$ cat config.mk
export PLATFORM = sky130hd
export DESIGN_NAME = morse_keying_encoder
export DESIGN_NICKNAME = d
export VERILOG_FILES = /design/src/hw/rtl/mke_pkg.sv /design/src/hw/rtl/morse_keying_encoder.sv
export SDC_FILE = /design/constraint.sdc
export NUM_CORES = 1
export LEC_CHECK = 0
export BUFFER_PORTS_ARGS = -buffer_cell sky130_fd_sc_hd__buf_2
export CAP_MARGIN = 25
export CELL_PAD_IN_SITES_DETAIL_PLACEMENT = 0
export CELL_PAD_IN_SITES_GLOBAL_PLACEMENT = 1
export CORE_ASPECT_RATIO = 0.75
export CORE_MARGIN = 2
export CORE_UTILIZATION = 49
export CTS_CLUSTER_DIAMETER = 200
export DETAILED_ROUTE_END_ITERATION = 12
export PLACE_DENSITY = 0.9
export SLEW_MARGIN = 5
export SYNTH_ARGS = -nofsm -noshare
export SYNTH_HDL_FRONTEND = slang
export SYNTH_SLANG_ARGS = --single-unit
$ cat constraint.sdc
create_clock -name clk -period 4.5 [get_ports clk]
set_input_delay 0.225 -clock clk [delete_from_list [all_inputs] [get_ports clk]]
set_output_delay 0.225 -clock clk [all_outputs]
set_load 0.03 [all_outputs]
$ cat src/hw/rtl/mke_pkg.sv
// Package for the Morse keying encoder: sequencer states, character range
// constants, element lengths and the Morse code ROM. No dependencies.
`timescale 1ns / 1ps

package mke_pkg;

  typedef enum logic [1:0] {
    ST_IDLE,
    ST_ELEM,
    ST_GAP
  } state_t;

  localparam logic [7:0] FIRST_CHAR   = 8'd43;
  localparam logic [7:0] LAST_CHAR    = 8'd92;
  localparam int         ROM_AW       = 6;
  localparam int         COUNT_W      = 5;
  localparam logic [4:0] LAST_UNIT_IX = 5'd19;
  localparam logic [1:0] DIT_END      = 2'd1;
  localparam logic [1:0] DAH_END      = 2'd3;
  localparam logic [1:0] CHAR_GAP     = 2'd2;
  localparam logic [1:0] WORD_GAP     = 2'd3;

  // Each code is read from bit 0 up to a leading marker 1; a 1 bit is a dit,
  // a 0 bit is a dah.
  function automatic logic [7:0] code_rom(input logic [ROM_AW-1:0] idx);
    logic [7:0] val;
    unique case (idx)
      6'd0:  val = 8'h35;
      6'd1:  val = 8'h35;
      6'd2:  val = 8'h5E;
      6'd3:  val = 8'h55;
      6'd4:  val = 8'h36;
      6'd5:  val = 8'h20;
      6'd6:  val = 8'h21;
      6'd7:  val = 8'h23;
      6'd8:  val = 8'h27;
      6'd9:  val = 8'h2F;
      6'd10: val = 8'h3F;
      6'd11: val = 8'h3E;
      6'd12: val = 8'h3C;
      6'd13: val = 8'h38;
      6'd14: val = 8'h30;
      6'd15: val = 8'h02;
      6'd16: val = 8'h02;
      6'd17: val = 8'h02;
      6'd18: val = 8'h02;
      6'd19: val = 8'h02;
      6'd20: val = 8'h73;
      6'd21: val = 8'h69;
      6'd22: val = 8'h05;
      6'd23: val = 8'h1E;
      6'd24: val = 8'h1A;
      6'd25: val = 8'h0E;
      6'd26: val = 8'h03;
      6'd27: val = 8'h1B;
      6'd28: val = 8'h0C;
      6'd29: val = 8'h1F;
      6'd30: val = 8'h07;
      6'd31: val = 8'h11;
      6'd32: val = 8'h0A;
      6'd33: val = 8'h1D;
      6'd34: val = 8'h04;
      6'd35: val = 8'h06;
      6'd36: val = 8'h08;
      6'd37: val = 8'h19;
      6'd38: val = 8'h14;
      6'd39: val = 8'h0D;
      6'd40: val = 8'h0F;
      6'd41: val = 8'h02;
      6'd42: val = 8'h0B;
      6'd43: val = 8'h17;
      6'd44: val = 8'h09;
      6'd45: val = 8'h16;
      6'd46: val = 8'h12;
      6'd47: val = 8'h1C;
      6'd48: val = 8'h2A;
      6'd49: val = 8'h57;
      default: val = 8'h00;
    endcase
    return val;
  endfunction

endpackage

$ cat src/hw/rtl/morse_keying_encoder.sv
// Top level of the Morse keying encoder: a small sequencer that walks one
// character's code and emits one keying unit per word. Depends on mke_pkg.
`timescale 1ns / 1ps

// The input channel takes one ASCII character per word on in_char_code.
// Each character is turned into a run of result words, one keying unit each:
// out_key_on gives the tone for that unit and out_last_unit marks the final
// unit of the character. A character gives at most 20 units; characters
// outside the code table give a three-unit word gap.
// After a character is taken, in_stall stays high until its last unit has
// been loaded into the output register, so the block takes no new character
// while one is still being sent.
// The accepted character is first registered into the sequencer state and
// code register; its first unit is then loaded into the output register.
// A single unit counter, stepped once per unit, and a code shift register,
// stepped once per element, drive the sequence.
// When the receiver raises out_stall, the pending unit is held and the
// sequencer pauses; no unit is lost or repeated.
// Reset (rst_n low, synchronous) returns the sequencer to idle and empties
// the output register.
module morse_keying_encoder
  import mke_pkg::*;
(
  input  logic       clk,
  input  logic       rst_n,
  input  logic       in_valid,
  output logic       in_stall,
  input  logic [7:0] in_char_code,
  output logic       out_valid,
  input  logic       out_stall,
  output logic       out_key_on,
  output logic       out_last_unit
);

  state_t             state_r, state_nxt;
  logic [7:0]         code_r, code_nxt;
  logic [1:0]         phase_r, phase_nxt;
  logic [COUNT_W-1:0] count_r, count_nxt;
  logic [1:0]         gap_left_r, gap_left_nxt;
  logic               out_valid_r, out_valid_nxt;
  logic               out_key_on_r, out_key_on_nxt;
  logic               out_last_unit_r, out_last_unit_nxt;

  logic               advance;
  logic               unit_on;
  logic               unit_last;
  logic               elem_end;
  logic               cap;
  logic [7:0]         idx_full;
  logic [7:0]         rom_val;
  logic [7:0]         code_shift;

  assign in_stall      = (state_r != ST_IDLE);
  assign out_valid     = out_valid_r;
  assign out_key_on    = out_key_on_r;
  assign out_last_unit = out_last_unit_r;

  assign advance    = (state_r != ST_IDLE) && (!out_valid_r || !out_stall);
  assign idx_full   = in_char_code - FIRST_CHAR;
  assign rom_val    = code_rom(idx_full[ROM_AW-1:0]);
  assign code_shift = code_r >> 1;
  assign cap        = (count_r == LAST_UNIT_IX);
  assign elem_end   = code_r[0] ? (phase_r == DIT_END) : (phase_r == DAH_END);

  always_ff @(posedge clk) begin
    if (!rst_n) begin
      state_r     <= ST_IDLE;
      out_valid_r <= 1'b0;
    end else begin
      state_r     <= state_nxt;
      out_valid_r <= out_valid_nxt;
    end
  end

  always_ff @(posedge clk) begin
    code_r          <= code_nxt;
    phase_r         <= phase_nxt;
    count_r         <= count_nxt;
    gap_left_r      <= gap_left_nxt;
    out_key_on_r    <= out_key_on_nxt;
    out_last_unit_r <= out_last_unit_nxt;
  end

  always_comb begin
    state_nxt    = state_r;
    code_nxt     = code_r;
    phase_nxt    = phase_r;
    count_nxt    = count_r;
    gap_left_nxt = gap_left_r;
    unit_on      = 1'b0;
    unit_last    = 1'b0;

    unique case (state_r)
      ST_IDLE: begin
        if (in_valid) begin
          count_nxt = '0;
          phase_nxt = '0;
          if ((in_char_code >= FIRST_CHAR) && (in_char_code <= LAST_CHAR)) begin
            code_nxt = rom_val;
            if (rom_val > 8'd1) begin
              state_nxt = ST_ELEM;
            end else begin
              gap_left_nxt = CHAR_GAP;
              state_nxt    = ST_GAP;
            end
          end else begin
            gap_left_nxt = WORD_GAP;
            state_nxt    = ST_GAP;
          end
        end
      end
      ST_ELEM: begin
        if (advance) begin
          unit_on   = !elem_end;
          unit_last = cap;
          count_nxt = count_r + 5'd1;
          phase_nxt = elem_end ? 2'd0 : phase_r + 2'd1;
          if (elem_end) begin
            code_nxt = code_shift;
          end
          if (cap) begin
            state_nxt = ST_IDLE;
          end else if (elem_end && (code_shift <= 8'd1)) begin
            gap_left_nxt = CHAR_GAP;
            state_nxt    = ST_GAP;
          end
        end
      end
      ST_GAP: begin
        if (advance) begin
          unit_last    = (gap_left_r == 2'd1) || cap;
          count_nxt    = count_r + 5'd1;
          gap_left_nxt = gap_left_r - 2'd1;
          if (unit_last) begin
            state_nxt = ST_IDLE;
          end
        end
      end
      default: state_nxt = ST_IDLE;
    endcase
  end

  always_comb begin
    out_valid_nxt     = out_valid_r;
    out_key_on_nxt    = out_key_on_r;
    out_last_unit_nxt = out_last_unit_r;
    if (advance) begin
      out_valid_nxt     = 1'b1;
      out_key_on_nxt    = unit_on;
      out_last_unit_nxt = unit_last;
    end else if (!out_stall) begin
      out_valid_nxt = 1'b0;
    end
  end

endmodule
Word-level counts from Yosys, hierarchy flattened
Memory sizes are Yosys's and may differ from the RTL's.
Index checks and enable logic that the tools add are counted.
- bits in registers: 22
- bits in latches: 0
- bits in writable memories: 0
- bits in read-only memories: 448
- input port bits: 12
- logic and storage cells: 86
- memories: 1
- add/sub/neg operators: 4
- multiply operators: 0
- div/mod/pow operators: 0
- $lt $le $gt $ge: 4
- equality and inequality tests: 18
- shifts and indexed selects: 0
- mux-type cells: 32
- bitwise logic cells: 0
- reductions and logical operators: 19
- memory list (memory ; depth ; width ; read ports ; clocked after memory_dff ; wr ports ; RTL line ; text):
    (name not given) ; 64 ; 7 ; 1 ; 0 ; 0 ; mke_pkg.sv:27 ; unique case (idx)
- operator list (kind ; number):
    $mux W2 ; 17
    $mux W8 ; 4
    $ne A2 B2 Y1 const B ; 8
    $pmux W8 S2 ; 1
    $pmux W2 S3 ; 2
    $mux W5 ; 2
    $pmux W5 S2 ; 1
    $reduce_and A5 Y1 ; 2
    $ge A8 B6 Y1 const B ; 1
    $gt A8 B1 Y1 const B ; 1
    $le A8 B7 Y1 const B ; 1
    $le A7 B1 Y1 const B ; 1
    $reduce_and A7 Y1 ; 1
    $eq A2 B1 Y1 const B ; 3
    $ne A3 B3 Y1 const B ; 2
    $reduce_and A3 Y1 ; 2
    $reduce_bool A2 Y1 ; 3
    $sub A6 B6 Y6 const B ; 1
    $add A5 B1 Y5 const B ; 1
    $eq A5 B5 Y1 const B ; 1
    $eq A2 B2 Y1 const B ; 2
    $ne A2 B1 Y1 const B ; 2
    $pmux W2 S2 ; 1
    $logic_and A1 B1 Y1 ; 3
    other kinds (9) ; 14

Logic depth before layout (Yosys ltp)
- depth after elaboration: 7
- depth in mapped cells: 13
- depth with buffers taken out: 11

Worst setup path before layout
OpenSTA, ideal clock, no wires.
- path type: in2reg
- start: input in_char_code[2]
- end: register gap_left_r[0] (enable)
- setup time: 320 ps
- arrival time: 2542 ps
- required time: 4180 ps
- path slack: 1638 ps
- cell stages on the path: 12
- cells stage by stage: buf_4 > clkbuf_1 > inv_1 > ha_1 > clkbuf_1 > clkbuf_1 > o31ai_1 > a211oi_1 > a311o_1 > nor3b_2 > nand4b_1 > a31oi_1
- word-level cells in the longest chain between the ends: 5
- ends and longest elaborated chain (element ; RTL line ; text):
    start, declared ; morse_keying_encoder.sv:28 ; input logic [7:0] in_char_code,
    $sub A6 B6 Y6 ; morse_keying_encoder.sv:59 ; assign idx_full = in_char_code - FIRST_CHAR;
    $mem_v2 Z64 W7 ; -- ;
    $gt A8 B1 Y1 ; morse_keying_encoder.sv:100 ; if (rom_val > 8'd1) begin
    $ne A3 B3 Y1 (no line) * ; -- ;
    $reduce_and A7 Y1 (no line) * ; -- ;
    end signal, assigned ; morse_keying_encoder.sv:79 ; gap_left_r <= gap_left_nxt;
    end, declared ; morse_keying_encoder.sv:39 ; logic [1:0] gap_left_r, gap_left_nxt;
Every way passes the cells marked *; elsewhere a longest branch is shown, timed or not.
A chain may end at the register's enable or synchronous reset.

Worst setup path after layout
- start: input in_char_code[0]
- end: register gap_left_r[0] (enable)
The elaborated chain is that of the path after synthesis.

==> impl_metrics.csv <==
group,metric,value,unit
run_status,run_status,"finished, final reports clean",
sta,fmax,299,MHz
route,route.met2.wl,2.01,mm
logic_synthesis,synth.yosys.warnings,0,
cts,clock_sink_count,21,
cts,cts_tree,"done",
placed_design,routabilityCongestion,0.956,
die,io_pins,16,
cts,clk_pin_slew,80,ps
min_path,min-delay-path-class,"in -> reg",
cts,cts_setup_buffers,0,
route,m1WireLength,2.43,mm
die,floorplan.die.height,60.1,um
power_and_ir_drop,p_per_area,424,nW/um^2
power_and_ir_drop,leakagePower,0.000803,uW
layout,most_common_library_cell_in_the_layout_ignoring_fill_and_taps,"sky130_fd_sc_hd__a21oi_1",
worst_setup_path,path_max_fanout,17,
layout,layout.cells.most_common_list,"sky130_fd_sc_hd__a21oi_1, sky130_fd_sc_hd__nand2_1, sky130_fd_sc_hd__o21ai_0, sky130_fd_sc_hd__nor2_1, sky130_fd_sc_hd__edfxtp_1",
sta,finalCritPeriodShare,74.3,%
die,start_util,51.0,%
power_and_ir_drop,cell_internal_pwr,538,uW
cts,ctsLongestPathBuffers,2,
global_routing,antenna_violations_before_repair,0,
worst_setup_path,setup.worst_path.end_class,"register",
cts,post_cts.resized_instances,0,
worst_setup_path,worstPathRequired,4450,ps
global_routing,grt_first_pass_wirelength,7.99,mm
die,dieArea,4730,sq um
global_routing,grt_start_max_net_pins,20,
sta,setup_viol,0,
sta,slew-limit-headroom,35.6,%
logic_synthesis,synthFlopType,"sky130_fd_sc_hd__edfxtp_1",
layout,filler_cell_count,375,
power_and_ir_drop,power_frac_clock,13.6,%
logic_synthesis,number_of_enable_flip_flop_cells_after_synthesis,18,
logic_synthesis,post_synth_instance_area,2050,sq um
cts,worst_skew_pair.late_latency,260,ps
logic_synthesis,yosysSeqAreaShare,29.2,%
die,standard_cell_core_area,4030,sq um
cts,root_buffer,"sky130_fd_sc_hd__clkbuf_8",
placed_design,placement.cell_area,2120,sq um
placed_design,io_buffers,15,
layout,design.final.nets,281,
logic_synthesis,post-synth-top-area-fraction,26.3,%
power_and_ir_drop,combinationalPowerShare,46.9,%
global_routing,grt.total_usage,21.4,%
cts,cts_hold_repair.buffers,0,
sta,maxSlewViolCount,0,
logic_synthesis,mean_instance_size_in_the_synthesized_netlist,8.19,sq um
worst_setup_path,cp-start-kind,"primary input",
sta,fin_tns_setup,0,ps
route,via_count,1881,
route,wl_per_cell,15.6,um
run,max-cap-violations,0,
global_routing,gr-total-overflow,0,
route,total_routed_wirelength,4.83,mm
power_and_ir_drop,power.switching,383,uW
sta,timing.clock.skew,3.63,ps
route,antenna_viol_nets_final,0,
logic_synthesis,synth_largest_area_cell,"sky130_fd_sc_hd__edfxtp_1",
layout,finish.instance_area,2170,sq um
layout,syn_to_final_growth,5.79,%
route,detail_route.vias_per_cell,6.07,
power_and_ir_drop,irDropWorstVdd,0.266,mV
route,drt-pass1-iter-count,5,
power_and_ir_drop,power.share.switching,41.6,%
sta,finalHoldViolCount,0,
sta,worst-slew-pin-transition,959,ps
logic_synthesis,synth_cells,251,
sta,grt_setup_unrepaired,"false",
die,standard_cell_row_count,20,
cts,maximum_level_of_the_cts_h_tree,1,
logic_synthesis,synth-async-reset-ratio,0,%
route,drc,0,
sta,finalCriticalPeriod,3340,ps
logic_synthesis,synth.top_cells.by_area,"sky130_fd_sc_hd__edfxtp_1, sky130_fd_sc_hd__ha_1, sky130_fd_sc_hd__a21oi_1",
logic_synthesis,yosys.cell_types.count,53,
cts,total_cts_buffers,3,
layout,antenna_cells_inserted,0,
worst_setup_path,crit_type,"in -> reg",
die,chipWidth,78.8,um
route,met3RoutedLength,364,um
global_routing,first_global_vias,1645,
logic_synthesis,mapped_nets,276,
layout,final_layout_size_suffix_gt1_share,13.3,%
power_and_ir_drop,power.sequential.fraction,39.5,%
logic_synthesis,number_of_register_bits_inferred_by_synthesis,21,
route,dr.first_iter.drc_count,207,
placed_design,place.detailed.hpwl,3.59,mm
worst_setup_path,worst_ep_arrival_time,3300,ps
route,highest_layer,"met4",
cell families (layout without fill, tap and decap cells):
| logic type | after synthesis | in the layout | synth area share (%) |
|---|---|---|---|
| AO/OA/AOI/OAI | 85 | 85 | 27.1 |
| AND/OR/NAND/NOR | 81 | 81 | 19.7 |
| buffers and inverters | 32 | 36 | 7.00 |
| flip-flops | 21 | 21 | 29.2 |
| XOR/XNOR | 14 | 14 | 6.33 |
| adder cells (fa/ha/maj) | 13 | 13 | 7.92 |
| multiplexers | 5 | 5 | 2.68 |
metrics by stage:
stage | setup WS [ps] | instances | hold WS, ps | utilization [%] | power (uW)
global placement | 1100 | 305 | 475 | 52.7 | 788
global route | 883 | 310 | 243 | 53.9 | 995
CTS | 1210 | 309 | 222 | 53.8 | 921
floorplan | 1640 | 251 | 366 | - | 689
detailed placement | 939 | 305 | 478 | 52.7 | 794
finish | 1160 | 310 | 222 | 53.9 | 921
cell usage after synthesis (3+ instances only):
library cell,count
sky130_fd_sc_hd__dfxtp_1,3
sky130_fd_sc_hd__ha_1,13
sky130_fd_sc_hd__edfxtp_1,18
sky130_fd_sc_hd__and2_1,6
sky130_fd_sc_hd__buf_4,3
sky130_fd_sc_hd__mux2_2,4
sky130_fd_sc_hd__clkbuf_1,10
sky130_fd_sc_hd__o31ai_1,3
sky130_fd_sc_hd__o311ai_0,5
sky130_fd_sc_hd__o21ai_0,19
sky130_fd_sc_hd__a211oi_1,4
sky130_fd_sc_hd__o32ai_1,3
sky130_fd_sc_hd__nand2_1,23
sky130_fd_sc_hd__nor2_1,19
sky130_fd_sc_hd__nor3_1,8
sky130_fd_sc_hd__inv_1,12
sky130_fd_sc_hd__nor4_1,4
sky130_fd_sc_hd__buf_2,4
sky130_fd_sc_hd__o211ai_1,3
sky130_fd_sc_hd__a31oi_1,3
sky130_fd_sc_hd__nand3_1,6
sky130_fd_sc_hd__xor2_1,4
sky130_fd_sc_hd__nor2b_1,4
sky130_fd_sc_hd__xnor2_1,9
sky130_fd_sc_hd__a21oi_1,26
final timing paths:
check | from | endpoint | slack (ps) | cells after the start
setup reg to reg | state_r[0] | code_r[2] | 2110 | 7
hold reg to reg | out_valid | out_valid | 480 | 2
setup / recovery | in_char_code[0] | gap_left_r[0] | 1160 | 11
hold / removal | out_stall | out_valid | 220 | 3
critical path: stages:
cell and delay (ps):
sky130_fd_sc_hd__buf_2 270, sky130_fd_sc_hd__ha_1 480, sky130_fd_sc_hd__inv_1 140, sky130_fd_sc_hd__ha_1 500, sky130_fd_sc_hd__inv_1 270, sky130_fd_sc_hd__nor3_1 240, sky130_fd_sc_hd__o21ai_1 100, sky130_fd_sc_hd__a311o_1 380
sky130_fd_sc_hd__nor3b_2 160, sky130_fd_sc_hd__nand4b_1 200, sky130_fd_sc_hd__a31oi_1 320
layout make-up:
cell class / instances / area, sq um / area share, %
Clock inverter: 1 / 5.00 / 0.230
Clock buffer: 3 / 41.3 / 1.90
Timing Repair Buffer: 18 / 95.1 / 4.38
Tap cell: 55 / 68.8 / 3.17
Inverter: 14 / 52.6 / 2.42
Sequential cell: 21 / 601 / 27.6
Multi-Input combinational cell: 198 / 1310 / 60.3
layer usage:
| metal | track usage, % | up-vias |
|---|---|---|
| li1 | - | 937 |
| met1 | 34.1 | 850 |
| met2 | 31.1 | 90 |
| met3 | 3.63 | 4 |
| met4 | 1.75 | 0 |
| met5 | 0 | - |
sequential cells by signal, indices dropped and copies added (netlist names):
name,cells
count_r,5
out_valid,1
out_last_unit,1
out_key_on,1
state_r,2
code_r,7
phase_r,2
gap_left_r,2
power groups by stage:
stage	registers [uW]	logic, uW	clock network (uW)
final	364	432	125
after floorplan	372	318	0
after CTS	365	427	129
after global routing	375	485	134
after global placement	365	423	0
after detailed placement	369	425	0
Power figures use the tool's default switching activity.
